File: src/igfs_pkg.sv
// Shared types and constants for the idle-gap frame slotter.
`default_nettype none
package igfs_pkg;

    localparam int unsigned QUEUE_DEPTH = 16;
    localparam int unsigned QIW = (QUEUE_DEPTH > 1) ? $clog2(QUEUE_DEPTH) : 1;
    localparam int unsigned QCW = $clog2(QUEUE_DEPTH + 1);

    localparam int unsigned CMDQ_DEPTH = 4;
    localparam int unsigned CQW = $clog2(CMDQ_DEPTH);

    localparam int unsigned MIN_IV = 5;
    localparam int unsigned MAX_IV = 100;
    localparam int unsigned AVG_SHIFT = 3;

    localparam logic [9:0]  RST_LEAD    = 10'd2;
    localparam logic [9:0]  RST_PROBE   = 10'd3;
    localparam logic [9:0]  RST_GUARD   = 10'd2;
    localparam logic [9:0]  RST_HOLD    = 10'd50;
    localparam logic [13:0] RST_RECENT  = 14'd200;
    localparam logic [9:0]  RST_GRACE   = 10'd10;
    localparam logic [6:0]  RST_INITPER = 7'd16;

    typedef enum logic [1:0] {
        A_FIRST = 2'd0,
        A_DONE  = 2'd1,
        A_OFFER = 2'd2,
        A_TICK  = 2'd3
    } t_action;

    typedef enum logic [2:0] {
        R_PASS    = 3'd0,
        R_GRACE   = 3'd1,
        R_HELD    = 3'd2,
        R_GAP     = 3'd3,
        R_TIMEOUT = 3'd4,
        R_FULL    = 3'd5
    } t_reason;

    typedef enum logic [2:0] {
        CFG_LEAD    = 3'd0,
        CFG_PROBE   = 3'd1,
        CFG_GUARD   = 3'd2,
        CFG_HOLD    = 3'd3,
        CFG_RECENT  = 3'd4,
        CFG_GRACE   = 3'd5,
        CFG_INITPER = 3'd6
    } t_cfg_index;

    typedef enum logic {
        CMD_SINGLE = 1'b0,
        CMD_DRAIN  = 1'b1
    } t_cmd_kind;

    typedef struct packed {
        logic [1:0]  action;
        logic [31:0] time_ms;
        logic        probe_trails;
        logic        bypass;
        logic [15:0] frame_id;
    } t_in_item;

    typedef struct packed {
        logic [15:0] frame_tag;
        logic [31:0] offered_at;
        logic [2:0]  reason;
        logic        last;
    } t_out_item;

    typedef struct packed {
        logic [15:0] tag;
        logic [31:0] at;
    } t_held;

    typedef struct packed {
        t_cmd_kind       kind;
        logic [15:0]     tag;
        logic [31:0]     at;
        t_reason         reason;
        logic [QCW-1:0]  count;
    } t_cmd;

endpackage
`default_nettype wire

File: src/idle_gap_frame_slotter.sv
// Top level of the idle-gap frame slotter: front end, command queue, RAM, back end.
// Path: an input transfer is written into the command queue, and the back end pops it and
// registers its single result; a draining tick's frames also pass through the registered RAM read.
// Throughput: one event per cycle while the command queue is not full; a draining tick stalls
// input until all its held frames have been loaded out, and the stall grows when commands
// are queued ahead or the output is held off.
// Reset: synchronous, active low; hold RAM not cleared, only entries below the fill count are read.
`default_nettype none
module idle_gap_frame_slotter (
    input  wire logic                 i_clk,
    input  wire logic                 i_rst_n,
    input  wire logic                 i_in_valid,
    output logic                      o_in_ready,
    input  wire igfs_pkg::t_in_item   i_in,
    output logic                      o_out_valid,
    input  wire logic                 i_out_ready,
    output igfs_pkg::t_out_item       o_out,
    input  wire logic                 i_cfg_valid,
    output logic                      o_cfg_ready,
    input  wire logic [2:0]           i_cfg_index,
    input  wire logic [13:0]          i_cfg_data
);
    import igfs_pkg::*;

    logic           cmd_push, cmd_pop, cmd_empty, cmd_full;
    t_cmd           cmd_in, cmd_head;
    logic           wr_en, rd_en, drain_done;
    logic [QIW-1:0] wr_addr, rd_addr;
    t_held          wr_data, rd_data;

    assign o_cfg_ready = 1'b1;

    igfs_front u_front (
        .i_clk        (i_clk),
        .i_rst_n      (i_rst_n),
        .i_in_valid   (i_in_valid),
        .o_in_ready   (o_in_ready),
        .i_in         (i_in),
        .i_cfg_valid  (i_cfg_valid),
        .i_cfg_index  (i_cfg_index),
        .i_cfg_data   (i_cfg_data),
        .i_cmd_full   (cmd_full),
        .o_cmd_push   (cmd_push),
        .o_cmd        (cmd_in),
        .o_wr_en      (wr_en),
        .o_wr_addr    (wr_addr),
        .o_wr_data    (wr_data),
        .i_drain_done (drain_done)
    );

    igfs_cmdq u_cmdq (
        .i_clk   (i_clk),
        .i_rst_n (i_rst_n),
        .i_push  (cmd_push),
        .i_cmd   (cmd_in),
        .i_pop   (cmd_pop),
        .o_head  (cmd_head),
        .o_empty (cmd_empty),
        .o_full  (cmd_full)
    );

    igfs_ram #(
        .WIDTH ($bits(t_held)),
        .DEPTH (QUEUE_DEPTH),
        .AW    (QIW)
    ) u_ram (
        .i_clk     (i_clk),
        .i_wr_en   (wr_en),
        .i_wr_addr (wr_addr),
        .i_wr_data (wr_data),
        .i_rd_en   (rd_en),
        .i_rd_addr (rd_addr),
        .o_rd_data (rd_data)
    );

    igfs_back u_back (
        .i_clk        (i_clk),
        .i_rst_n      (i_rst_n),
        .i_head       (cmd_head),
        .i_empty      (cmd_empty),
        .o_pop        (cmd_pop),
        .o_rd_en      (rd_en),
        .o_rd_addr    (rd_addr),
        .i_rd_data    (rd_data),
        .o_drain_done (drain_done),
        .o_out_valid  (o_out_valid),
        .i_out_ready  (i_out_ready),
        .o_out        (o_out)
    );

`ifndef SYNTH
    a_no_push_full: assert property (@(posedge i_clk) disable iff (!i_rst_n)
        cmd_push |-> !cmd_full)
        else $error("command pushed into full queue");

    a_no_pop_empty: assert property (@(posedge i_clk) disable iff (!i_rst_n)
        cmd_pop |-> !cmd_empty)
        else $error("command popped from empty queue");

    a_not_last_is_drain: assert property (@(posedge i_clk) disable iff (!i_rst_n)
        (o_out_valid && !o_out.last) |->
            (o_out.reason == R_GAP || o_out.reason == R_TIMEOUT))
        else $error("non-final transfer outside a drain");

    a_no_ram_write_in_drain: assert property (@(posedge i_clk) disable iff (!i_rst_n)
        rd_en |-> !wr_en)
        else $error("hold RAM written during a drain");
`endif

endmodule
`default_nettype wire

File: src/igfs_ram.sv
// Generic single-port-write, single-port-read RAM with registered read.
`default_nettype none
module igfs_ram #(
    parameter int unsigned WIDTH = 8,
    parameter int unsigned DEPTH = 16,
    parameter int unsigned AW    = (DEPTH > 1) ? $clog2(DEPTH) : 1
) (
    input  wire logic             i_clk,
    input  wire logic             i_wr_en,
    input  wire logic [AW-1:0]    i_wr_addr,
    input  wire logic [WIDTH-1:0] i_wr_data,
    input  wire logic             i_rd_en,
    input  wire logic [AW-1:0]    i_rd_addr,
    output logic      [WIDTH-1:0] o_rd_data
);

    logic [WIDTH-1:0] r_mem [DEPTH];

    always_ff @(posedge i_clk) begin
        if (i_wr_en) begin
            r_mem[i_wr_addr] <= i_wr_data;
        end
        if (i_rd_en) begin
            o_rd_data <= r_mem[i_rd_addr];
        end
    end

endmodule
`default_nettype wire

File: src/igfs_front.sv
// Front end: event classification, period training, hold queue bookkeeping.
`default_nettype none
module igfs_front (
    input  wire logic                i_clk,
    input  wire logic                i_rst_n,
    input  wire logic                i_in_valid,
    output logic                     o_in_ready,
    input  wire igfs_pkg::t_in_item  i_in,
    input  wire logic                i_cfg_valid,
    input  wire logic [2:0]          i_cfg_index,
    input  wire logic [13:0]         i_cfg_data,
    input  wire logic                i_cmd_full,
    output logic                     o_cmd_push,
    output igfs_pkg::t_cmd           o_cmd,
    output logic                     o_wr_en,
    output logic [igfs_pkg::QIW-1:0] o_wr_addr,
    output igfs_pkg::t_held          o_wr_data,
    input  wire logic                i_drain_done
);
    import igfs_pkg::*;

    logic [9:0]  r_lead, r_probe, r_guard, r_hold, r_grace;
    logic [13:0] r_recent;

    logic           r_have_first, n_have_first;
    logic [31:0]    r_lft, n_lft;
    logic [15:0]    r_period, n_period;
    logic           r_have_video, n_have_video;
    logic [31:0]    r_lvt, n_lvt;
    logic           r_armed, n_armed;
    logic [31:0]    r_rel, n_rel;
    logic [31:0]    r_hold_start, n_hold_start;
    logic [QCW-1:0] r_count, n_count;
    logic           r_busy, n_busy;

    logic                accept;
    logic [31:0]         now;
    logic [33:0]         lhs_ms;
    logic signed [43:0]  lhs, rhs;
    logic                idle;
    logic [31:0]         iv;
    logic                train;
    logic signed [17:0]  delta, quot;
    logic [32:0]         rel_sum;
    logic [31:0]         since;
    logic                video, grace_ok, full;
    logic [31:0]         held_for;
    logic                due, expired;

    assign o_in_ready = !i_cmd_full && !r_busy;
    assign accept     = i_in_valid && o_in_ready;
    assign now        = i_in.time_ms;

    // idle gap prediction, exact in fixed point
    assign lhs_ms = {2'b0, now} + {24'b0, r_lead} + {24'b0, r_probe};
    assign lhs    = signed'({2'b0, lhs_ms, 8'b0});
    assign rhs    = signed'({4'b0, r_lft, 8'b0}) + signed'({28'b0, r_period})
                  - signed'({26'b0, r_guard, 8'b0});
    assign idle   = !r_have_first || (lhs < rhs);

    // period training, eighth-step average rounded toward zero
    assign iv    = now - r_lft;
    assign train = r_have_first && (now > r_lft) && (iv >= 32'(MIN_IV))
                && (iv <= 32'(MAX_IV));
    assign delta = signed'({3'b0, iv[6:0], 8'b0}) - signed'({2'b0, r_period});
    assign quot  = (delta < 0) ? ((delta + 18'sd7) >>> AVG_SHIFT)
                               : (delta >>> AVG_SHIFT);

    assign rel_sum = {1'b0, now} + (i_in.probe_trails ? {23'b0, r_probe} : 33'd0);

    assign since    = now - r_lvt;
    assign video    = r_have_video && (now >= r_lvt) && (since <= {18'b0, r_recent});
    assign grace_ok = (since >= {22'b0, r_probe}) && (since <= {22'b0, r_grace}) && idle;
    assign full     = (r_count >= QCW'(QUEUE_DEPTH));

    assign held_for = now - r_hold_start;
    assign due      = r_armed && (now >= r_rel);
    assign expired  = (now >= r_hold_start) && (held_for >= {22'b0, r_hold});

    assign o_wr_addr      = r_count[QIW-1:0];
    assign o_wr_data.tag  = i_in.frame_id;
    assign o_wr_data.at   = now;

    always_comb begin
        n_have_first = r_have_first;
        n_lft        = r_lft;
        n_period     = r_period;
        n_have_video = r_have_video;
        n_lvt        = r_lvt;
        n_armed      = r_armed;
        n_rel        = r_rel;
        n_hold_start = r_hold_start;
        n_count      = r_count;
        n_busy       = r_busy && !i_drain_done;
        o_cmd_push   = 1'b0;
        o_wr_en      = 1'b0;
        o_cmd.kind   = CMD_SINGLE;
        o_cmd.tag    = i_in.frame_id;
        o_cmd.at     = now;
        o_cmd.reason = R_PASS;
        o_cmd.count  = r_count;
        if (accept) begin
            case (t_action'(i_in.action))
                A_FIRST: begin
                    if (train) begin
                        n_period = r_period + quot[15:0];
                    end
                    n_lft        = now;
                    n_have_first = 1'b1;
                end
                A_DONE: begin
                    n_lvt        = now;
                    n_have_video = 1'b1;
                    if ((r_count != '0) && idle) begin
                        n_armed = 1'b1;
                        n_rel   = rel_sum[32] ? 32'hFFFF_FFFF : rel_sum[31:0];
                    end
                end
                A_OFFER: begin
                    o_cmd_push = 1'b1;
                    if ((r_hold == '0) || i_in.bypass || !video) begin
                        o_cmd.reason = R_PASS;
                    end else if (grace_ok) begin
                        o_cmd.reason = R_GRACE;
                    end else if (full) begin
                        o_cmd.reason = R_FULL;
                    end else begin
                        o_cmd.reason = R_HELD;
                        o_wr_en      = 1'b1;
                        n_count      = r_count + 1'b1;
                        if (r_count == '0) begin
                            n_hold_start = now;
                        end
                    end
                end
                A_TICK: begin
                    if (r_count == '0) begin
                        n_armed = 1'b0;
                    end else if (due || expired) begin
                        o_cmd_push   = 1'b1;
                        o_cmd.kind   = CMD_DRAIN;
                        o_cmd.reason = due ? R_GAP : R_TIMEOUT;
                        n_count      = '0;
                        n_armed      = 1'b0;
                        n_busy       = 1'b1;
                    end
                end
                default: begin
                end
            endcase
        end
        // writing the initial period reloads the estimate
        if (i_cfg_valid && (t_cfg_index'(i_cfg_index) == CFG_INITPER)) begin
            n_period = {1'b0, i_cfg_data[6:0], 8'b0};
        end
    end

    always_ff @(posedge i_clk) begin
        if (!i_rst_n) begin
            r_lead       <= RST_LEAD;
            r_probe      <= RST_PROBE;
            r_guard      <= RST_GUARD;
            r_hold       <= RST_HOLD;
            r_recent     <= RST_RECENT;
            r_grace      <= RST_GRACE;
            r_have_first <= 1'b0;
            r_lft        <= '0;
            r_period     <= {1'b0, RST_INITPER, 8'b0};
            r_have_video <= 1'b0;
            r_lvt        <= '0;
            r_armed      <= 1'b0;
            r_rel        <= '0;
            r_hold_start <= '0;
            r_count      <= '0;
            r_busy       <= 1'b0;
        end else begin
            r_have_first <= n_have_first;
            r_lft        <= n_lft;
            r_period     <= n_period;
            r_have_video <= n_have_video;
            r_lvt        <= n_lvt;
            r_armed      <= n_armed;
            r_rel        <= n_rel;
            r_hold_start <= n_hold_start;
            r_count      <= n_count;
            r_busy       <= n_busy;
            if (i_cfg_valid) begin
                case (t_cfg_index'(i_cfg_index))
                    CFG_LEAD:    r_lead   <= i_cfg_data[9:0];
                    CFG_PROBE:   r_probe  <= i_cfg_data[9:0];
                    CFG_GUARD:   r_guard  <= i_cfg_data[9:0];
                    CFG_HOLD:    r_hold   <= i_cfg_data[9:0];
                    CFG_RECENT:  r_recent <= i_cfg_data;
                    CFG_GRACE:   r_grace  <= i_cfg_data[9:0];
                    default: begin
                    end
                endcase
            end
        end
    end

endmodule
`default_nettype wire

File: src/igfs_cmdq.sv
// Short command queue between the front end and the result sequencer.
`default_nettype none
module igfs_cmdq (
    input  wire logic           i_clk,
    input  wire logic           i_rst_n,
    input  wire logic           i_push,
    input  wire igfs_pkg::t_cmd i_cmd,
    input  wire logic           i_pop,
    output igfs_pkg::t_cmd      o_head,
    output logic                o_empty,
    output logic                o_full
);
    import igfs_pkg::*;

    t_cmd             r_mem [CMDQ_DEPTH];
    logic [CQW-1:0]   r_wr, r_rd;
    logic [CQW:0]     r_cnt;

    assign o_head  = r_mem[r_rd];
    assign o_empty = (r_cnt == '0);
    assign o_full  = (r_cnt == (CQW+1)'(CMDQ_DEPTH));

    always_ff @(posedge i_clk) begin
        if (i_push) begin
            r_mem[r_wr] <= i_cmd;
        end
    end

    always_ff @(posedge i_clk) begin
        if (!i_rst_n) begin
            r_wr  <= '0;
            r_rd  <= '0;
            r_cnt <= '0;
        end else begin
            if (i_push) begin
                r_wr <= r_wr + 1'b1;
            end
            if (i_pop) begin
                r_rd <= r_rd + 1'b1;
            end
            case ({i_push, i_pop})
                2'b10:   r_cnt <= r_cnt + 1'b1;
                2'b01:   r_cnt <= r_cnt - 1'b1;
                default: r_cnt <= r_cnt;
            endcase
        end
    end

endmodule
`default_nettype wire

File: src/igfs_back.sv
// Back end: turns commands into result transfers, draining held frames from RAM.
`default_nettype none
module igfs_back (
    input  wire logic                i_clk,
    input  wire logic                i_rst_n,
    input  wire igfs_pkg::t_cmd      i_head,
    input  wire logic                i_empty,
    output logic                     o_pop,
    output logic                     o_rd_en,
    output logic [igfs_pkg::QIW-1:0] o_rd_addr,
    input  wire igfs_pkg::t_held     i_rd_data,
    output logic                     o_drain_done,
    output logic                     o_out_valid,
    input  wire logic                i_out_ready,
    output igfs_pkg::t_out_item      o_out
);
    import igfs_pkg::*;

    typedef enum logic {
        S_IDLE,
        S_DRAIN
    } t_state;

    t_state         r_state, n_state;
    logic [QIW-1:0] r_idx, n_idx;
    logic [QCW-1:0] r_cnt, n_cnt;
    t_reason        r_reason, n_reason;
    logic           n_out_valid;
    t_out_item      n_out;
    logic           out_free, last;

    assign out_free = !o_out_valid || i_out_ready;
    assign last     = (QCW'(r_idx) + 1'b1) == r_cnt;

    always_comb begin
        n_state      = r_state;
        n_idx        = r_idx;
        n_cnt        = r_cnt;
        n_reason     = r_reason;
        n_out_valid  = o_out_valid && !i_out_ready;
        n_out        = o_out;
        o_pop        = 1'b0;
        o_rd_en      = 1'b0;
        o_rd_addr    = '0;
        o_drain_done = 1'b0;
        case (r_state)
            S_IDLE: begin
                if (!i_empty && out_free) begin
                    o_pop = 1'b1;
                    if (i_head.kind == CMD_SINGLE) begin
                        n_out_valid      = 1'b1;
                        n_out.frame_tag  = i_head.tag;
                        n_out.offered_at = i_head.at;
                        n_out.reason     = i_head.reason;
                        n_out.last       = 1'b1;
                    end else begin
                        o_rd_en  = 1'b1;
                        n_idx    = '0;
                        n_cnt    = i_head.count;
                        n_reason = i_head.reason;
                        n_state  = S_DRAIN;
                    end
                end
            end
            S_DRAIN: begin
                if (out_free) begin
                    n_out_valid      = 1'b1;
                    n_out.frame_tag  = i_rd_data.tag;
                    n_out.offered_at = i_rd_data.at;
                    n_out.reason     = r_reason;
                    n_out.last       = last;
                    if (last) begin
                        o_drain_done = 1'b1;
                        n_state      = S_IDLE;
                    end else begin
                        o_rd_en   = 1'b1;
                        o_rd_addr = r_idx + 1'b1;
                        n_idx     = r_idx + 1'b1;
                    end
                end
            end
            default: n_state = S_IDLE;
        endcase
    end

    always_ff @(posedge i_clk) begin
        if (!i_rst_n) begin
            r_state     <= S_IDLE;
            o_out_valid <= 1'b0;
            r_idx       <= '0;
            r_cnt       <= '0;
            r_reason    <= R_PASS;
        end else begin
            r_state     <= n_state;
            o_out_valid <= n_out_valid;
            r_idx       <= n_idx;
            r_cnt       <= n_cnt;
            r_reason    <= n_reason;
        end
        o_out <= n_out;
    end

endmodule
`default_nettype wire
File: config.mk
export PLATFORM = sky130hd
export DESIGN_NAME = idle_gap_frame_slotter
export DESIGN_NICKNAME = d
export VERILOG_FILES = /design/src/igfs_pkg.sv /design/src/idle_gap_frame_slotter.sv /design/src/igfs_ram.sv /design/src/igfs_front.sv /design/src/igfs_cmdq.sv /design/src/igfs_back.sv
export SDC_FILE = /design/constraint.sdc
export NUM_CORES = 2
export LEC_CHECK = 0
export BUFFER_PORTS_ARGS = -buffer_cell sky130_fd_sc_hd__buf_2
export CORE_MARGIN = 10
export CORE_UTILIZATION = 50
export DETAILED_ROUTE_END_ITERATION = 10
export GPL_ROUTABILITY_DRIVEN = 1
export MAX_ROUTING_LAYER = met4
export PLACE_DENSITY_LB_ADDON = 0.25
export SLEW_MARGIN = 20
export SYNTH_ARGS = -nofsm -noshare
export SYNTH_HDL_FRONTEND = slang
export SYNTH_HIERARCHICAL = 1
export SYNTH_SLANG_ARGS = --single-unit
File: constraint.sdc
create_clock -name i_clk -period 13.7 [get_ports i_clk]
set_input_delay 2.055 -clock i_clk [delete_from_list [all_inputs] [get_ports i_clk]]
set_output_delay 2.055 -clock i_clk [all_outputs]
set_load 0.005 [all_outputs]
==> key figures <==
Logic synthesis
  – Yosys cell types: 91
  – Post-synth EDFFs: 1096
  – Post-synthesis sequential area ratio: 57.6%
  – Syn Std Cell Area: 65400 sq um
  – Avg Cell Area, Syn: 13.1 sq um
  – Top cell type's share of synthesized area: 50.3%
  – Post-synth ARST share: 0%
  – Seq cells post-synth: 1336
  – Synthesized Nets: 5399
  – Top post-synthesis cells by area: edfxtp_1 (50%), mux4_2 (8.6%), dfxtp_1 (7.3%), ha_1 (5.8%), nand2_1 (3.1%)
  – YS warnings: 6
  – Yosys top cell by area: edfxtp_1
  – Primary FF master, synth: edfxtp_1
  – Synth Instances: 4996

Cells and area
  – Fill count: 10500
  – Post-route cell area: 72000 sq um
  – P&R area growth vs syn: 9.98%
  – Fin nets: 5447
  – Core Util, Final: 55.4%
  – Share of cells above drive strength 1: 15.1%

Clocking
  – CTS tree: yes
  – Reg clk slew, reported paths: 0.06 ns
  – CTS root buffer: clkbuf_16
  – Cts bufs inserted: 139
  – Post-CTS Setup Bufs: 0
  – Post-CTS Hold Buffers: 0
  – Clk sink count: 1336
  – # H-tree levels: 4
  – Clock Path Buffers: 3
  – CTS resizes: 0
  – Worst-skew pair later-pin latency: 0.78 ns

Route
  – Routed vias: 41200
  – Drc violations: 0
  – Iteration-0 DRC Markers: 3456
  – Wire per inst: 24.0 microns
  – Post-Route WL: 165000 microns
  – Vias per Instance: 5.97
  – Detail Route Antenna Nets: 0
  – DRT Pass-1 Iters: 6

STA
  – Minimum clock period: 10.85 ns
  – Setup TNS: 0 ns
  – Slew HR: 23.8%
  – Crit share post-route: 79.2%
  – Worst-margin pin slew: 1.13 ns
  – Worst setup margin: 2.85 ns
  – Final setup viols: 0
  – RSZ-0062 raised after global routing: no
  – Slew Viols, Final: 0
  – Fmax: 92.2 MHz
  – Final hold vios: 0
  – Clock skew: 0.0283 ns

Worst setup path
  – WP buf/inv: 4
  – Worst path most repeated cell: o21ai_0
  – Critical path startpoint category: primary input
  – Critical path fanouts, max: 29
  – Slowest CP cell: nor2_4
  – Crit path capture type: flop
  – Crit Path Class: in -> reg
  – Worst EP required: 14.11 ns
  – CP peak stage delay: 0.99 ns
  – Worst path arrival time: 11.26 ns
  – Delay-heaviest family, CP: simple AND/OR/NAND/NOR gates

Floorplanning
  – Row count: 132
  – Initial Util: 50.4%
  – I/O Pins: 129
  – Die Height: 382 microns
  – Area of the die: 146000 sq um
  – Width of the die: 382 microns
  – Placeable core area: 130000 sq um

Status
  – Run status: complete, no violations

Power
  – Maximum vdd drop: 0.135 mV
  – Power Total: 0.0106 W
  – Leakage: 24.2 nW
  – Power per cell area: 147 nW/um^2

GRT
  – First-pass GRT wire length: 253000 microns
  – GRT Total Usage: 23.0%
  – Initial antenna violation count: 3
  – Gr ovfl total: 0
  – Vias in the first global route: 40900
  – Pin count of the biggest net entering global routing: 100

Place
  – Pre-CTS setup slack: 2.07 ns
  – Port Buffers: 127
  – DP HPWL: 107000 microns
  – Area after DPL: 67400 sq um
  – Placer Congestion: 0.911

Hold path
  – Worst hold path type: reg -> reg

Flow run
  – Maxcap violations: 0
==> state kept, by name, indices dropped and copies added, names as in the netlist, 3 cells and up, named ones only <==
name and flops:
u_back/r_idx 4, u_ram/r_mem 768, u_front/r_probe 10, u_front/r_rel 32, u_front/r_grace 10, u_cmdq/r_cnt 3
u_back/r_cnt 5, u_back/o_out 52, u_front/r_count 5, u_front/r_lvt 32, u_front/r_hold 10, u_front/r_guard 10
u_front/r_lft 32, u_front/r_lead 10, u_front/r_hold_start 32, u_front/r_period 16, u_cmdq/r_mem 228, u_front/r_recent 14
u_back/r_reason 3, u_ram/o_rd_data 48
==> worst paths after layout <==
path	startpoint	to	slack (ns)	cells past startpoint
setup / recovery	i_in[20]	u_ram/r_mem[13][11]$_DFFE_PP_	2.85	29
hold / removal	u_front/r_hold_start[7]$_SDFFE_PN0P_	u_front/r_hold_start[7]$_SDFFE_PN0P_	0.46	2
setup reg to reg	u_front/r_probe[1]$_SDFFE_PN1P_	u_ram/r_mem[13][11]$_DFFE_PP_	4.13	28
hold reg to reg	u_front/r_hold_start[7]$_SDFFE_PN0P_	u_front/r_hold_start[7]$_SDFFE_PN0P_	0.46	2
==> routing by layer <==
metal / global-route usage, % / share of wire, % / vias to the layer above
met5: - / 0 / -
met2: 37.7 / 49 / 1298
met4: 6.04 / 2.5 / 0
met3: 3.70 / 5.7 / 257
met1: 29.8 / 43 / 20800
li1: - / - / 18800
==> cell usage after synthesis, drive strengths merged, types with 98 or more instances <==
library cell / n
inv: 298
nor2: 182
buf: 168
xnor2: 111
a21boi: 122
mux4: 249
nand2: 547
ha: 304
edfxtp: 1096
a21oi: 258
o21ai: 187
a22oi: 98
clkbuf: 134
dfxtp: 240
==> report_power, final <==
part | internal (W) | total (W) | leakage [nW] | switching (W)
logic | 0.000920 | 0.00211 | 10.2 | 0.00119
registers | 0.00467 | 0.00479 | 11.8 | 0.000121
clock network | 0.00212 | 0.00371 | 2.19 | 0.00159
==> area by class of cell <==
cell class	instances	area (sq um)	share of cell area [%]
Sequential cell	1336	37700	52.4
Multi-Input combinational cell	3060	25100	34.9
Clock buffer	174	3720	5.17
Tap cell	1742	2180	3.03
Timing Repair Buffer	209	1320	1.84
Inverter	298	1130	1.58
Clock inverter	77	762	1.06
Antenna cell	3	7.51	0.0104
==> logic make-up after synthesis <==
family | Yosys count | share of synthesized area (%)
adder cells (fa/ha/maj) | 329 | 6.58
multiplexers | 363 | 10.4
AO/OA/AOI/OAI | 1007 | 10.2
XOR/XNOR | 177 | 2.37
buffers and inverters | 600 | 4.28
flip-flops | 1336 | 57.6
AND/OR/NAND/NOR | 1183 | 8.52
other | 1 | 0.00573
==> worst reg2reg max path, delay by kind of cell, from the launching register on <==
| family | cells | cell delay [ns] |
|---|---|---|
| xor gates and xnor gates | 1 | 0.15 |
| and+or+nand+nor | 9 | 4.05 |
| adders and majority gates | 4 | 1.41 |
| buffers and inverters | 2 | 0.58 |
| AOI/OAI and AO/OA | 12 | 2.66 |
| DFF | 1 | 0.35 |
==> layout by cell type, fill, tap and decap left out, drive strengths merged, types with 19 or more instances in the layout <==
cell type and count:
edfxtp 1096, fa 25, nand2b 42, xor2 66, inv 307, nor3 49
nor2b 52, clkinv 55, a21oi 258, a22oi 98, nand2 547, a21boi 122
a211oi 31, mux4 249, buf 209, ha 304, or3 25, nand4 50
a31oi 26, and3 30, nor2 182, mux2 55, nand3 70, nor4 19
o21a 32, nor3b 20, and2 39, dfxtp 240, xnor2 111, mux2i 59
o211ai 33, o21bai 24, a21o 60, o21ai 187, clkbuf 174
==> through the flow <==
step	instances	hold WS [ns]
after global placement	6641	0.440
after CTS	6894	0.457
after global routing	6898	0.473
final	6899	0.456
after floorplan	4996	0.433
after detailed placement	6643	0.449
Note: power is estimated with default switching activity, not from simulation.
